==> src/rtl/core/asp_pkg.sv <==
// Shared types and constants for the AIFF stream parser.
// No dependencies; imported by every module of the block.
package asp_pkg;

	localparam logic [31:0] TAG_FORM = 32'h464F524D;
	localparam logic [31:0] TAG_AIFF = 32'h41494646;
	localparam logic [31:0] TAG_COMM = 32'h434F4D4D;
	localparam logic [31:0] TAG_SSND = 32'h53534E44;

	localparam logic [15:0] BITS8  = 16'h0008;
	localparam logic [15:0] BITS16 = 16'h0010;
	localparam logic [15:0] RC11   = 16'h400C;
	localparam logic [15:0] RC22   = 16'h400D;
	localparam logic [15:0] RC44   = 16'h400E;
	localparam logic [7:0]  OFFSET8 = 8'd128;

	localparam logic [15:0] HZ11 = 16'd11025;
	localparam logic [15:0] HZ22 = 16'd22050;
	localparam logic [15:0] HZ44 = 16'd44100;

	localparam logic [1:0] ST_OK      = 2'd0;
	localparam logic [1:0] ST_BAD_TAG = 2'd1;
	localparam logic [1:0] ST_BAD_FMT = 2'd2;
	localparam logic [1:0] ST_TRUNC   = 2'd3;

	localparam logic KIND_SAMPLE  = 1'b0;
	localparam logic KIND_SUMMARY = 1'b1;

	localparam int FIFO_DEPTH = 4;
	localparam int FIFO_AW    = $clog2(FIFO_DEPTH);
	localparam int FIFO_CW    = $clog2(FIFO_DEPTH + 1);

	typedef enum logic [8:0] {
		PH_FORM = 9'b000000001,
		PH_FLEN = 9'b000000010,
		PH_AIFF = 9'b000000100,
		PH_CTAG = 9'b000001000,
		PH_CLEN = 9'b000010000,
		PH_COMM = 9'b000100000,
		PH_SKIP = 9'b001000000,
		PH_S8   = 9'b010000000,
		PH_S16  = 9'b100000000
	} phase_t;

	typedef struct packed {
		logic        kind;
		logic [15:0] sample;
		logic [1:0]  status;
		logic        last;
	} asp_res_t;

	typedef struct packed {
		logic [1:0] count;
		asp_res_t   res0;
		asp_res_t   res1;
	} asp_push_t;

	typedef struct packed {
		logic        stereo;
		logic        wide;
		logic [15:0] rate_code;
		logic [31:0] frames;
	} asp_fmt_t;

endpackage

==> src/rtl/core/aiff_stream_parser.sv <==
// Top level of the AIFF stream parser: input register, length register,
// chunk walker and result queue. Depends on asp_pkg, asp_parse, asp_result_fifo.
//
// The slave stream carries the file one byte per transaction. The master
// stream carries results: tuser is 0 for a sample and 1 for the summary that
// closes the run, tlast marks the last result caused by one input byte.
// The user must write the file length via cfg_we/cfg_wdata while the block is idle; not enforced.
//
// Throughput is one byte per cycle while the result queue has space. A byte
// taken is first held in the input register, then walked through the chunk
// state and pushed into a four-entry result queue, whose head is offered on
// the master stream.
// A byte yields at most two results (a sample and the summary), and the
// queue drains one result per cycle while m_axis_tready is high.
// When the receiver stalls, the queue fills; s_axis_tready falls once fewer
// than two entries are free and the input register holds its byte.
// Reset clears the queue, the length register and all parse state, and the
// block then expects the FORM tag. After the summary, bytes are taken and
// dropped until the next reset.
module aiff_stream_parser #(
	parameter int LENGTH_BITS = 32
) (
	input  logic        clk,
	input  logic        arst_n,
	input  logic        s_axis_tvalid,
	output logic        s_axis_tready,
	input  logic [7:0]  s_axis_tdata,   // [7:0] data_byte
	output logic        m_axis_tvalid,
	input  logic        m_axis_tready,
	output logic [71:0] m_axis_tdata,   // sample, status, rate_hz, stereo, wide,
	                                    // frame_count, zero fill
	output logic        m_axis_tuser,   // kind
	output logic        m_axis_tlast,   // last
	input  logic        cfg_we,
	input  logic [31:0] cfg_wdata       // total_length
);
	import asp_pkg::*;

	logic [LENGTH_BITS-1:0] total_q;
	logic                   valid_s1;
	logic [7:0]             byte_s1;
	logic                   advance, space;
	asp_push_t              push;
	asp_fmt_t               fmt;
	asp_res_t               head;
	logic                   is_sum;
	logic [15:0]            rate_hz;
	logic [31:0]            frame_count;

	assign advance       = valid_s1 && space;
	assign s_axis_tready = !valid_s1 || advance;

	always_ff @(posedge clk or negedge arst_n) begin
		if (!arst_n) begin
			total_q <= '0;
		end else if (cfg_we) begin
			total_q <= cfg_wdata[LENGTH_BITS-1:0];
		end
	end

	always_ff @(posedge clk or negedge arst_n) begin
		if (!arst_n) begin
			valid_s1 <= 1'b0;
		end else if (s_axis_tvalid && s_axis_tready) begin
			valid_s1 <= 1'b1;
		end else if (advance) begin
			valid_s1 <= 1'b0;
		end
	end

	always_ff @(posedge clk) begin
		if (s_axis_tvalid && s_axis_tready) begin
			byte_s1 <= s_axis_tdata;
		end
	end

	asp_parse #(
		.LENGTH_BITS(LENGTH_BITS)
	) u_parse (
		.clk          (clk),
		.arst_n       (arst_n),
		.advance      (advance),
		.byte_s1      (byte_s1),
		.total_length (total_q),
		.push         (push),
		.fmt          (fmt)
	);

	asp_result_fifo u_fifo (
		.clk       (clk),
		.arst_n    (arst_n),
		.push      (push),
		.space     (space),
		.out_valid (m_axis_tvalid),
		.out_ready (m_axis_tready),
		.head      (head)
	);

	// Format fields are frozen once the summary has been produced, and are zero in sample results.
	always_comb begin
		is_sum = (head.kind == KIND_SUMMARY);
		case (fmt.rate_code)
			RC11:    rate_hz = HZ11;
			RC22:    rate_hz = HZ22;
			RC44:    rate_hz = HZ44;
			default: rate_hz = 16'd0;
		endcase
		frame_count = fmt.wide ? {1'b0, fmt.frames[31:1]} : fmt.frames;
		if (!is_sum) begin
			rate_hz     = 16'd0;
			frame_count = 32'd0;
		end
		m_axis_tdata = {4'h0, frame_count, is_sum && fmt.wide, is_sum && fmt.stereo,
			rate_hz, head.status, head.sample};
		m_axis_tuser = head.kind;
		m_axis_tlast = head.last;
	end

	a_two_ends_run: assert property (@(posedge clk) disable iff (!arst_n)
		push.count == 2'd2 |-> push.res1.kind == KIND_SUMMARY && !push.res0.last)
		else $error("two results pushed without a closing summary");

	a_summary_final: assert property (@(posedge clk) disable iff (!arst_n)
		m_axis_tvalid && m_axis_tready && m_axis_tuser |=> !m_axis_tvalid)
		else $error("result offered after the summary");

	a_summary_last: assert property (@(posedge clk) disable iff (!arst_n)
		m_axis_tvalid && m_axis_tuser |-> m_axis_tlast)
		else $error("summary without tlast");

endmodule

==> src/rtl/core/asp_parse.sv <==
// Chunk walker of the AIFF stream parser: one registered byte per cycle, while advance is high,
// updates the parse state and yields up to two results. Depends on asp_pkg.
module asp_parse #(
	parameter int LENGTH_BITS = 32
) (
	input  logic                   clk,
	input  logic                   arst_n,
	input  logic                   advance,
	input  logic [7:0]             byte_s1,
	input  logic [LENGTH_BITS-1:0] total_length,
	output asp_pkg::asp_push_t     push,
	output asp_pkg::asp_fmt_t      fmt
);
	import asp_pkg::*;

	localparam int W = LENGTH_BITS;

	phase_t         phase_q, phase_d;
	logic [W-1:0]   pos_q, pos_d, pos_inc, flimit_q, flimit_d;
	logic [31:0]    tag_q, tag_d, clen_q, clen_d, prog_q, prog_d, prog_inc;
	logic [31:0]    gather_q, v, frames_q, frames_d, skip_len;
	logic [1:0]     chan_q, chan_d;
	logic [15:0]    bits_q, bits_d, rate_q, rate_d;
	logic [7:0]     hi_q, hi_d;
	logic           seen_q, seen_d, finished_q;
	logic           trunc, bnd, fin, smp;
	logic [1:0]     fin_st;
	logic [15:0]    smp_val;
	logic [32:0]    form_sum, skip_end, total_ext, v_ext;
	asp_res_t       summary, sample_res;

	assign v         = {gather_q[23:0], byte_s1};
	assign pos_inc   = pos_q + 1'b1;
	assign prog_inc  = prog_q + 32'd1;
	assign trunc     = pos_q >= total_length;
	assign total_ext = {{(33 - W){1'b0}}, total_length};
	assign v_ext     = {1'b0, v};
	assign form_sum  = v_ext + 33'd8;
	assign skip_end  = {{(33 - W){1'b0}}, pos_inc} + v_ext;

	always_comb begin
		phase_d  = phase_q;
		pos_d    = pos_inc;
		flimit_d = flimit_q;
		tag_d    = tag_q;
		clen_d   = clen_q;
		prog_d   = prog_inc;
		frames_d = frames_q;
		chan_d   = chan_q;
		bits_d   = bits_q;
		rate_d   = rate_q;
		hi_d     = hi_q;
		seen_d   = seen_q;
		bnd      = 1'b0;
		fin      = 1'b0;
		fin_st   = ST_OK;
		smp      = 1'b0;
		smp_val  = '0;
		skip_len = '0;
		if (phase_q == PH_FORM || phase_q == PH_AIFF) begin
			if (prog_inc >= 32'd4) begin
				if (v != ((phase_q == PH_FORM) ? TAG_FORM : TAG_AIFF)) begin
					fin    = 1'b1;
					fin_st = ST_BAD_TAG;
				end else if (trunc) begin
					fin    = 1'b1;
					fin_st = ST_TRUNC;
				end else begin
					prog_d = '0;
					if (phase_q == PH_FORM) begin
						phase_d = PH_FLEN;
					end else begin
						bnd = 1'b1;
					end
				end
			end
		end else if (trunc) begin
			fin    = 1'b1;
			fin_st = ST_TRUNC;
		end else begin
			case (phase_q)
				PH_FLEN: begin
					if (prog_inc >= 32'd4) begin
						if (form_sum > total_ext) begin
							fin    = 1'b1;
							fin_st = ST_TRUNC;
						end else begin
							flimit_d = form_sum[W-1:0];
							phase_d  = PH_AIFF;
							prog_d   = '0;
						end
					end
				end
				PH_CTAG: begin
					if (prog_inc >= 32'd4) begin
						tag_d   = v;
						phase_d = PH_CLEN;
						prog_d  = '0;
					end
				end
				PH_CLEN: begin
					if (prog_inc >= 32'd4) begin
						clen_d = v;
						prog_d = '0;
						if (tag_q == TAG_COMM) begin
							phase_d = PH_COMM;
						end else if (tag_q == TAG_SSND && (bits_q inside {BITS8, BITS16})) begin
							if (v_ext > total_ext) begin
								fin    = 1'b1;
								fin_st = ST_TRUNC;
							end else begin
								seen_d = 1'b1;
								if (bits_q == BITS8) begin
									phase_d = PH_S8;
									bnd     = (v == 32'd0);
								end else begin
									phase_d = PH_S16;
									clen_d  = {v[31:1], 1'b0};
									bnd     = (v[31:1] == 31'd0);
								end
							end
						end else if (skip_end > total_ext) begin
							fin    = 1'b1;
							fin_st = ST_TRUNC;
						end else begin
							phase_d = PH_SKIP;
							clen_d  = v;
							bnd     = (v == 32'd0);
						end
					end
				end
				PH_COMM: begin
					case (prog_inc)
						32'd2: begin
							if (!(v[15:0] inside {16'd1, 16'd2})) begin
								fin    = 1'b1;
								fin_st = ST_BAD_FMT;
							end else begin
								chan_d = v[1:0];
							end
						end
						32'd6: begin
							if (v_ext > total_ext) begin
								fin    = 1'b1;
								fin_st = ST_BAD_FMT;
							end else begin
								frames_d = v;
							end
						end
						32'd8: begin
							if (!(v[15:0] inside {BITS8, BITS16})) begin
								fin    = 1'b1;
								fin_st = ST_BAD_FMT;
							end else begin
								bits_d = v[15:0];
							end
						end
						32'd10: begin
							if (!(v[15:0] inside {RC11, RC22, RC44})) begin
								fin    = 1'b1;
								fin_st = ST_BAD_FMT;
							end else begin
								rate_d = v[15:0];
							end
						end
						32'd12: begin
							skip_len = (clen_q >= 32'd12) ? clen_q - 32'd12 : 32'd0;
							phase_d  = PH_SKIP;
							clen_d   = skip_len;
							prog_d   = '0;
							bnd      = (skip_len == 32'd0);
						end
						default: begin
						end
					endcase
				end
				PH_SKIP: begin
					bnd = prog_inc >= clen_q;
				end
				PH_S8: begin
					smp     = 1'b1;
					smp_val = {8'h00, byte_s1 - OFFSET8};
					bnd     = prog_inc >= clen_q;
				end
				PH_S16: begin
					if (prog_inc[0]) begin
						hi_d = byte_s1;
					end else begin
						smp     = 1'b1;
						smp_val = {hi_q, byte_s1};
						bnd     = prog_inc >= clen_q;
					end
				end
				default: begin
					fin    = 1'b1;
					fin_st = ST_TRUNC;
				end
			endcase
		end
		if (bnd) begin
			if (pos_inc >= flimit_q) begin
				fin    = 1'b1;
				fin_st = seen_d ? ST_OK : ST_TRUNC;
			end else begin
				phase_d = PH_CTAG;
				prog_d  = '0;
			end
		end
	end

	always_comb begin
		summary    = '{kind: KIND_SUMMARY, sample: 16'h0000, status: fin_st, last: 1'b1};
		sample_res = '{kind: KIND_SAMPLE, sample: smp_val, status: ST_OK, last: !fin};
		push.count = 2'd0;
		push.res0  = summary;
		push.res1  = summary;
		if (advance && !finished_q) begin
			if (smp) begin
				push.res0  = sample_res;
				push.count = fin ? 2'd2 : 2'd1;
			end else if (fin) begin
				push.count = 2'd1;
			end
		end
	end

	always_ff @(posedge clk or negedge arst_n) begin
		if (!arst_n) begin
			phase_q    <= PH_FORM;
			pos_q      <= '0;
			flimit_q   <= '0;
			tag_q      <= '0;
			clen_q     <= '0;
			prog_q     <= '0;
			gather_q   <= '0;
			chan_q     <= '0;
			bits_q     <= '0;
			rate_q     <= '0;
			frames_q   <= '0;
			hi_q       <= '0;
			seen_q     <= 1'b0;
			finished_q <= 1'b0;
		end else if (advance && !finished_q) begin
			phase_q    <= phase_d;
			pos_q      <= pos_d;
			flimit_q   <= flimit_d;
			tag_q      <= tag_d;
			clen_q     <= clen_d;
			prog_q     <= prog_d;
			gather_q   <= v;
			chan_q     <= chan_d;
			bits_q     <= bits_d;
			rate_q     <= rate_d;
			frames_q   <= frames_d;
			hi_q       <= hi_d;
			seen_q     <= seen_d;
			finished_q <= fin;
		end
	end

	assign fmt.stereo    = (chan_q == 2'd2);
	assign fmt.wide      = (bits_q == BITS16);
	assign fmt.rate_code = rate_q;
	assign fmt.frames    = frames_q;

endmodule

==> src/rtl/core/asp_result_fifo.sv <==
// Small result queue that takes up to two results per cycle and gives one while out_ready is high.
// Depends on asp_pkg.
module asp_result_fifo (
	input  logic              clk,
	input  logic              arst_n,
	input  asp_pkg::asp_push_t push,
	output logic              space,
	output logic              out_valid,
	input  logic              out_ready,
	output asp_pkg::asp_res_t head
);
	import asp_pkg::*;

	asp_res_t             mem [FIFO_DEPTH];
	logic [FIFO_AW-1:0]   wr_ptr_q, rd_ptr_q;
	logic [FIFO_CW-1:0]   count_q;
	logic                 pop;

	assign out_valid = (count_q != '0);
	assign pop       = out_valid && out_ready;
	assign space     = count_q <= FIFO_CW'(FIFO_DEPTH - 2);
	assign head      = mem[rd_ptr_q];

	always_ff @(posedge clk) begin
		if (push.count != 2'd0) begin
			mem[wr_ptr_q] <= push.res0;
		end
		if (push.count == 2'd2) begin
			mem[wr_ptr_q + 1'b1] <= push.res1;
		end
	end

	always_ff @(posedge clk or negedge arst_n) begin
		if (!arst_n) begin
			wr_ptr_q <= '0;
			rd_ptr_q <= '0;
			count_q  <= '0;
		end else begin
			wr_ptr_q <= wr_ptr_q + FIFO_AW'(push.count);
			rd_ptr_q <= rd_ptr_q + FIFO_AW'(pop);
			count_q  <= count_q + FIFO_CW'(push.count) - FIFO_CW'(pop);
		end
	end

endmodule
==> config.mk <==
export PLATFORM = sky130hd
export DESIGN_NAME = aiff_stream_parser
export DESIGN_NICKNAME = d
export VERILOG_FILES = /design/src/rtl/core/asp_pkg.sv /design/src/rtl/core/aiff_stream_parser.sv /design/src/rtl/core/asp_parse.sv /design/src/rtl/core/asp_result_fifo.sv
export SDC_FILE = /design/constraint.sdc
export NUM_CORES = 1
export LEC_CHECK = 0
export BUFFER_PORTS_ARGS = -buffer_cell sky130_fd_sc_hd__buf_2
export CAP_MARGIN = 20
export CELL_PAD_IN_SITES_DETAIL_PLACEMENT = 0
export CELL_PAD_IN_SITES_GLOBAL_PLACEMENT = 1
export CORE_MARGIN = 1.5
export CORE_UTILIZATION = 40
export CTS_CLUSTER_SIZE = 28
export DETAILED_ROUTE_END_ITERATION = 16
export PLACE_DENSITY = 0.67
export SLEW_MARGIN = 10
export SYNTH_ARGS = -nofsm -noshare
export SYNTH_HDL_FRONTEND = slang
export SYNTH_SLANG_ARGS = --single-unit
==> constraint.sdc <==
create_clock -name clk -period 10.2 [get_ports clk]
set_clock_uncertainty 0.1 [all_clocks]
set_input_delay 1.02 -clock clk [delete_from_list [all_inputs] [get_ports clk]]
set_output_delay 1.02 -clock clk [all_outputs]
set_load 0.005 [all_outputs]
==> results.ini <==
[clock_network]
cts.path.max_buffers = 3
cts_buffers = 48
cts_htree_levels = 2
cts_setup_buffers = 0
path_clk_slew_ps = 60
clk_latency_ps = 600
postCtsHoldBufs = 0
clock_sinks = 397
cts_tree = done
cts-root-buf = clkbuf_16

[power_and_ir_drop]
p_sw_mw = 1.84
ir_drop_mv = 0.140
swShare_pct = 36.4
p_clk_share_pct = 34.1
power.share.sequential_pct = 37.3
total_leakage_power_nw = 14.0
p_int_mw = 3.22
power_density_nw_per_um2 = 173
p_comb_share_pct = 28.6

[timing]
fin_ws_ps = 779
setup_viol = 0
setup_tns_ps = 0
fin_crit_sh_pct = 92.4
tightest_slew_ps = 991
rsz0062_at_grt = false
finalCriticalPeriod_ps = 9420
hold_violations = 0
slew_viol_final = 0
maxSlewHeadroom_pct = 33.9
fmax_mhz = 106

[setup_path]
start_kind = register
cp_top_family = simple AND/OR/NAND/NOR gates
rr_startpoint = u_parse.pos_q[1]
path_class = reg -> reg
reg2regPathDepth = 37
crit_buf_inv = 1
end_kind = register
critPathRequiredTime_ps = 10440
timing.rr.end = u_fifo.mem[3][1]
crit_arrival_ps = 9660
max_stage_delay_ps = 550
slowest_stage = a21oi_1
crit_fanout = 17
reg2reg_slack_ps = 780

[job]
maxCapViolations = 0

[hold_path]
hp-class = in -> async

[finish]
multi_input_area_um2 = 15500
fillers = 6296
drive_above_1_share_pct = 13.5
finalNetCount = 3178
fin_util_pct = 45.0
final_cells = 3785
area_delta_synth_final_pct = 10.8
seqCellArea_um2 = 9660
antenna_cells = 0

[route]
drt_iter0_markers = 1619
wl_per_cell_um = 22.6
dr.pass1.iters = 6
viasPerCell = 5.78
drc = 0
via_count = 21900
ant_nets = 0
wl_mm = 85.4

[global_routing]
grtUsageTotal_pct = 25.2
grt_max_degree = 139
grt_pass1_vias = 21700
antenna_found_initial = 0
grt_pass1_wl_mm = 132
grt.overflow.total = 0

[placed_design]
place.gp.congestion = 0.870
port_buffers = 114
pre_cts_slack_ps = 878
place_inst = 3696
dpl.hpwl_mm = 63.2

[logic_synthesis]
synth-edff-count = 16
synth_area_leaders = dfrtp_1, ha_1, dfxtp_1
syn_area_per_cell_um2 = 9.24
synthCells = 2851
yosysMostFrequentCell = nand2_1
synth_cell_types = 97
synthesis.area_um2 = 26400
synth_common_cells = nand2_1, dfrtp_1, ha_1
async_reset_ff_share_pct = 77.8
synth_top_area_share_pct = 29.2
yosysSeqAreaShare_pct = 36.6
synth_warnings = 0
synth_top_area_cell = dfrtp_1
synth-seq-cells = 397
yosys_most_used_dff = dfrtp_1

[floorplan]
num_io_pins = 121
coreArea_um2 = 64800
die_w_um = 260
num_rows = 93
start_util_pct = 40.7
dieArea_um2 = 67400
die_h_um = 260

[status]
status = completed

-- power by group through the flow --
stage / combinational (mW) / clock (mW) / sequential (mW)
6_report: 1.45 / 1.72 / 1.89
4_1_cts: 1.45 / 1.76 / 1.88
3_5_place_dp: 1.44 / 0 / 1.91
3_3_place_gp: 1.41 / 0 / 1.91
2_1_floorplan: 0.988 / 0 / 1.76
5_1_grt: 1.60 / 1.82 / 1.90
-- area by class of cell --
type / count / share of cell area, %
repair buffers: 150 / 3.00
clock inverters: 14 / 0.373
well taps: 855 / 3.66
clock buffers: 74 / 5.05
inverters: 149 / 1.92
multi-input cells: 2146 / 52.9
flip-flops and latches: 397 / 33.1
-- cells by family (layout without fill, tap and decap cells) --
| kind of cell | Yosys count | in the layout | share of synthesized area (%) |
|---|---|---|---|
| flip-flops | 397 | 397 | 36.6 |
| AND/OR/NAND/NOR | 990 | 990 | 19.3 |
| adder cells (fa/ha/maj) | 241 | 241 | 11.5 |
| AO/OA/AOI/OAI | 617 | 617 | 15.6 |
| multiplexers | 125 | 125 | 6.50 |
| buffers and inverters | 313 | 387 | 4.95 |
| XOR/XNOR | 167 | 167 | 5.55 |
| other | 1 | 6 | 0.0142 |
-- state kept, by name, indices dropped and copies added, names as in the netlist, 32 cells and up --
| signal | flops |
|---|---|
| u_parse.prog_q | 32 |
| u_parse.flimit_q | 32 |
| u_parse.pos_q | 32 |
| u_parse.tag_q | 32 |
| u_fifo.mem | 80 |
| total_q | 32 |
| u_parse.frames_q | 32 |
| u_parse.clen_q | 32 |
-- cell usage in the layout (no fill, tap or decap), types with 14 or more instances in the layout --
master,instances
o211ai_1,17
a21oi_1,147
nor4_1,53
or3_1,14
xnor2_1,99
buf_2,113
nand4_1,68
inv_1,148
buf_4,34
edfxtp_1,16
mux4_2,20
o21ai_1,14
mux2_2,76
o21ai_0,143
and3_1,40
nor2_1,161
clkbuf_16,52
ha_1,239
a32oi_1,16
nand2_1,325
a21o_1,59
nand2b_1,21
a211oi_1,17
mux2_4,23
o21a_1,19
nand3_1,98
xor2_1,68
a22o_1,66
o31ai_1,14
nor3_1,49
dfrtp_1,308
o22ai_1,14
nor2b_1,14
and2_1,54
dfxtp_1,72
-- layer usage --
metal	GRT usage, %	wire length [µm]
met1	35.3	40300
met2	41.6	39900
met3	2.38	3320
met4	6.56	1910
met5	0	0
-- worst max path at each step --
stage	startpoint	to	slack, ps	cells past startpoint
6_report	u_parse.pos_q[1]	u_fifo.mem[3][1]	780	37
5_1_grt	u_parse.pos_q[1]	u_fifo.mem[3][2]	20	37
4_1_cts	u_parse.pos_q[1]	u_fifo.mem[1][14]	800	36
3_5_place_dp	u_parse.pos_q[1]	u_fifo.mem[1][14]	880	36
3_3_place_gp	u_parse.pos_q[0]	u_fifo.count_q[2]	1110	39
2_1_floorplan	u_parse.pos_q[0]	u_fifo.mem[0][11]	2090	38
-- worst reg2reg max path, delay by kind of cell, from the launching register on --
family / cells / cell delay, ps
compound gates: 14 / 3150
xor+xnor: 2 / 400
fa+ha+maj: 4 / 1250
buf+inv: 1 / 240
flops: 1 / 410
mux: 1 / 250
simple gates: 15 / 3390
-- timing repair --
action | in CTS | in global routing
endpoints found under the hold margin | 0 | 0
resized for setup | 0 | 1
setup endpoints to repair | 0 | 8
-- per-stage QoR --
step	area (µm²)	total power, mW	hold WS (ps)
CTS	29200	5.09	362
floorplan	26400	2.75	325
global route	29200	5.32	378
finish	29200	5.06	302
global placement	27600	3.32	340
detailed placement	27600	3.35	345
Note: power is estimated with default switching activity, not from simulation.
